File: src/sv/ptd_pkg.sv
// Package: types, constants and codes of the trial-division block.
package ptd_pkg;
  localparam int unsigned TableDepth = 4096;
  localparam int unsigned LenWidth = 13;
  localparam int unsigned PrimeWidth = 32;
  localparam int unsigned CandWidth = 64;
  localparam int unsigned IdxWidth = 12;

  typedef enum logic [1:0] {
    VERDICT_LOADED    = 2'd0,
    VERDICT_NOT_PRIME = 2'd1,
    VERDICT_PRIME     = 2'd2,
    VERDICT_SHORT     = 2'd3
  } verdict_e;

  typedef enum logic {
    CMD_LOAD = 1'b0,
    CMD_TEST = 1'b1
  } command_e;

  localparam logic [0:0] RegTableLength = 1'b0;

  typedef struct packed {
    logic                  command;
    logic [IdxWidth-1:0]   entry_index;
    logic [PrimeWidth-1:0] entry_prime;
    logic [CandWidth-1:0]  candidate;
  } in_item_t;

  typedef struct packed {
    logic [1:0]            verdict;
    logic [PrimeWidth-1:0] factor_found;
  } out_item_t;

  // Work item passed from front to back.
  typedef struct packed {
    logic                  is_load;
    logic                  trivial;
    logic [IdxWidth-1:0]   entry_index;
    logic [PrimeWidth-1:0] entry_prime;
    logic [CandWidth-1:0]  candidate;
  } job_t;

  typedef enum logic [2:0] {
    ST_IDLE, ST_READ, ST_CHECK, ST_DIV, ST_OUT
  } back_state_e;
endpackage

File: src/sv/ptd_front.sv
// Front end: accept items, classify them and queue them for the back end.
module ptd_front (
  input  logic            clk_i,
  input  logic            rst_ni,
  input  logic            in_valid_i,
  output logic            in_stall_o,
  input  ptd_pkg::in_item_t in_item_i,
  output logic            job_valid_o,
  input  logic            job_take_i,
  output ptd_pkg::job_t   job_o
);
  // Two-entry queue.
  ptd_pkg::job_t job_q [2];
  logic [1:0] count_q, count_d;
  logic       rd_q, rd_d, wr_q, wr_d;
  logic       push, pop;
  ptd_pkg::job_t job_new;

  // Classify the incoming item.
  always_comb begin
    job_new.is_load     = (in_item_i.command == ptd_pkg::CMD_LOAD);
    job_new.trivial     = (in_item_i.candidate[ptd_pkg::CandWidth-1:1] == '0);
    job_new.entry_index = in_item_i.entry_index;
    job_new.entry_prime = in_item_i.entry_prime;
    job_new.candidate   = in_item_i.candidate;
  end

  assign in_stall_o  = (count_q == 2'd2);
  assign push        = in_valid_i && !in_stall_o;
  assign job_valid_o = (count_q != 2'd0);
  assign pop         = job_valid_o && job_take_i;
  assign job_o       = job_q[rd_q];

  // Advance pointers and count.
  always_comb begin
    count_d = count_q + {1'b0, push} - {1'b0, pop};
    rd_d    = rd_q ^ pop;
    wr_d    = wr_q ^ push;
  end

  always_ff @(posedge clk_i or negedge rst_ni) begin
    if (!rst_ni) begin
      count_q <= 2'd0;
      rd_q    <= 1'b0;
      wr_q    <= 1'b0;
    end else begin
      count_q <= count_d;
      rd_q    <= rd_d;
      wr_q    <= wr_d;
    end
  end

  // Store payload.
  always_ff @(posedge clk_i) begin
    if (push) begin
      job_q[wr_q] <= job_new;
    end
  end
endmodule

File: config.mk
export PLATFORM = sky130hd
export DESIGN_NAME = ptd_front
export DESIGN_NICKNAME = d
export VERILOG_FILES = /design/src/sv/ptd_pkg.sv /design/src/sv/ptd_front.sv
export SDC_FILE = /design/constraint.sdc
export NUM_CORES = 1
export LEC_CHECK = 0
export BUFFER_PORTS_ARGS = -buffer_cell sky130_fd_sc_hd__buf_2
export CORE_MARGIN = 2
export CORE_UTILIZATION = 35
export CTS_CLUSTER_SIZE = 10
export DETAILED_ROUTE_END_ITERATION = 8
export PLACE_DENSITY_LB_ADDON = 0.12
export SYNTH_ARGS = -nofsm -noshare
export SYNTH_HDL_FRONTEND = slang
export SYNTH_SLANG_ARGS = --single-unit
File: constraint.sdc
create_clock -name clk_i -period 3.6 [get_ports clk_i]
set_input_delay 0.36 -clock clk_i [delete_from_list [all_inputs] [get_ports clk_i]]
set_output_delay 0.36 -clock clk_i [all_outputs]
set_load 0.005 [all_outputs]
==> flow_summary.yaml <==
yosys:
  synth_seq_area_share_pct: 77.4
  yosys_warnings: 0
  synth_top_area_share_pct: 76.2
  avgSynthCellArea_um2: 22.6
  syn-num-nets: 501
  synth-compound-area-share_pct: 0
  synth_cell_type_count: 19
  yosysTopAreaCell: "edfxtp_1"
  synth.cell_area_um2: 8670
  yosys.area_share.simple_pct: 1.93
  syn-instance-count: 384
  ys_seq_elements: 224
  synth-adder-area-share_pct: 0.577
  synth-xor-area-share_pct: 0.303
  synth_area_leaders: "edfxtp_1 (76%), mux2_4 (16%), mux2_2 (2.6%)"
  synthMuxAreaShare_pct: 18.2
  synth_top_family_by_area: "multiplexers"
sta:
  final-hold-violation-count: 0
  min_period_over_period_pct: 74.3
  finalSetupViolCount: 0
  slew_violations: 0
  max-slew-margin-rel_pct: 49.0
  rsz0062_at_grt: "false"
  worstMarginPinSlew_ns: 0.757
  finalClockSkew_ns: 0.0104
  max_freq_ghz: 0.374
  fin_crit_ns: 2.67
  setup_tns_ns: 0
job:
  maxCapViolCount: 0
cts:
  post_cts_resize_count: 0
  clk_latency_ns: 0.51
  clockBufferDepth: 3
  post_cts_buffers: 0
  clockRootBuffer: "clkbuf_16"
  cts_tree: "yes"
  cts.sinks: 224
  numCtsBuffers: 27
  htreeDepth: 1
  clkTransAtPathRegs_ns: 0.06
place:
  post-dp-hpwl_mm: 12.0
  io_buffers: 224
  gp_congestion: 0.711
global_routing:
  grt_usage_pct: 13.3
  overflow: 0
  grt_max_degree: 55
  antenna_found_initial: 3
  grt_pass1_wl_mm: 26.6
  grt_pass1_vias: 4670
critical_path:
  cp_top_family: "flip-flops"
  crit_required_ns: 3.24
  r2r_start: "count_q[1]"
  cp-end-kind: "primary output"
  worst_path_max_delay_cell: "dfrtp_4"
  crit_type: "reg2out"
  crit_arrival_ns: 2.31
  start_kind: "register"
  crit_fanout: 42
  crit_chain: "buf_12 > mux2_4 > buf_2"
  critPathMaxStageDelay_ns: 0.88
  cp_num_buf_inv: 2
  crit_start: "rd_q"
floorplan:
  core.rowCount: 57
  num_io_pins: 225
  core_area_um2: 24300
  dieArea_um2: 26000
  start_util_pct: 35.6
  die_y_um: 161
  fp.dieW_um: 161
drt:
  post_drt_wl_per_cell_um: 18.6
  drt_wl_total_mm: 18.1
  ant_nets: 0
  drc: 0
  top_layer: "met4"
  vias: 4397
  drt_pass1_iterations: 4
  dr_wl_met3_mm: 1.61
  wl_met1_mm: 8.01
  met2_length_mm: 8.08
  drt_iter0_drc: 197
  via_per_inst: 4.52
layout:
  fillCellCount: 2150
  area_growth_syn_to_layout_pct: 26.5
  drive_above_1_share_pct: 58.3
  regArea_um2: 6710
  multi_input_area_um2: 1850
  fin_nets: 749
  finish.utilization_pct: 45.1
power:
  p_comb_share_pct: 29.7
  clockPowerShare_pct: 26.7
  power.density_nw_per_um2: 797
  swShare_pct: 27.2
  p_leak_uw: 0.00430
  vdd_drop_max_mv: 0.408
  p_seq_share_pct: 43.6
  p_switching_uw: 2370
  internal_power_uw: 6360
worst_hold_path:
  min_from: "in_item_i[0]"
  hold_path_class: "in2reg"
outcome:
  status: "complete, no violations"
==> cells in the mapped netlist <==
cell type  count
edfxtp_1     220
mux2_4        90
mux2_2        20
nor4_1        14
buf_6          9
inv_1          6
dfrtp_1        4
ha_1           4
nand4_1        4
buf_2          2
nor4_2         2
xnor2_1        2
and2_4         1
buf_4          1
nand2_1        1
nand2b_1       1
nor3_1         1
or2_2          1
xor2_1         1
==> layer usage <==
| metal | vias to the layer above | GRT usage, % |
|---|---|---|
| met2 | 173 | 20.6 |
| met4 | 0 | 3.69 |
| li1 | 2035 | - |
| met3 | 29 | 4.65 |
| met1 | 2160 | 17.8 |
| met5 | - | 0 |
==> worst paths after layout <==
| check | endpoint | slack, ns | cells after the start |
|---|---|---|---|
| worst max-delay path | job_o[11] | 0.93 | 3 |
| worst min-delay path | job_q[1][0] | 0.03 | 1 |
| worst max register to register | job_q[1][94] | 1.52 | 5 |
| worst min register to register | count_q[0] | 0.53 | 1 |
| max in group asynchronous | rd_q | 3.28 | 2 |
| min in group asynchronous | count_q[1] | 0.18 | 2 |
==> sequential cells by signal, summed over array words and instances (netlist names) <==
name and count:
count_q 2, job_q 220, rd_q 1, wr_q 1
==> through the flow <==
step           worst slack [ns]  cell area, um2  std cells  total power, uW  hold WS, ns
3_5_place_dp               1.41           10200        926             6520        0.174
4_1_cts                   0.854           11000        969             8900       0.0108
2_1_floorplan           -0.0758            8670        384             5530       0.0644
3_3_place_gp               1.42           10200        926             6470        0.171
5_1_grt                   0.802           11000        970             9190       0.0187
6_report                  0.925           11000        973             8740       0.0345
==> cell usage in the layout, fill, tap and decap left out <==
master         count
inv_1              6
nor4_2             2
mux2_2            20
or2_2              1
buf_2            224
nor3_1             1
clkbuf_8           1
and2_4             1
buf_12             4
dfrtp_4            1
nand2_1            1
mux2_4            90
xor2_1             1
nor4_1            14
clkbuf_1          12
ha_4               2
xnor2_1            2
dlygate4sd3_1      1
nand4_1            4
diode_2            4
dfrtp_1            3
clkinv_1           1
buf_4              2
edfxtp_1         220
inv_6              1
ha_1               2
clkbuf_16         27
nand2b_1           1
==> logic make-up after synthesis <==
family | Yosys count
fa+ha+maj | 4
mux | 110
flops | 224
xor+xnor | 3
simple gates | 25
buf+inv | 18
==> timing repair <==
| action | 4_1_cts | 5_1_grt |
|---|---|---|
| hold endpoints to repair | 4 | 0 |
| hold buffers | 1 | 0 |
| setup endpoints to repair | 0 | 0 |
==> area by class of cell <==
cell class                      count  area share [%]
Sequential cell                   224            61.2
Multi-Input combinational cell    142            16.8
Timing Repair Buffer              231            11.2
Clock buffer                       40            6.70
Tap cell                          324            3.70
Inverter                            6           0.205
Clock inverter                      2           0.114
Antenna cell                        4          0.0913
==> power groups by stage <==
stage                     registers [uW]  clock network, uW  logic (uW)
after CTS                           3820               2410        2660
final                               3810               2340        2590
after global placement              3840                  0        2630
after floorplan                     3780                  0        1750
after detailed placement            3880                  0        2650
after global routing                3870               2510        2820
==> worst register-to-register path: stages (launching register included) <==
cell and delay, ns:
dfrtp_1 0.41, nand2b_1 0.12, nand2_1 0.09, inv_1 0.16, ha_4 0.48, buf_4 0.46
No activity file was read; power rests on OpenSTA's default activity.
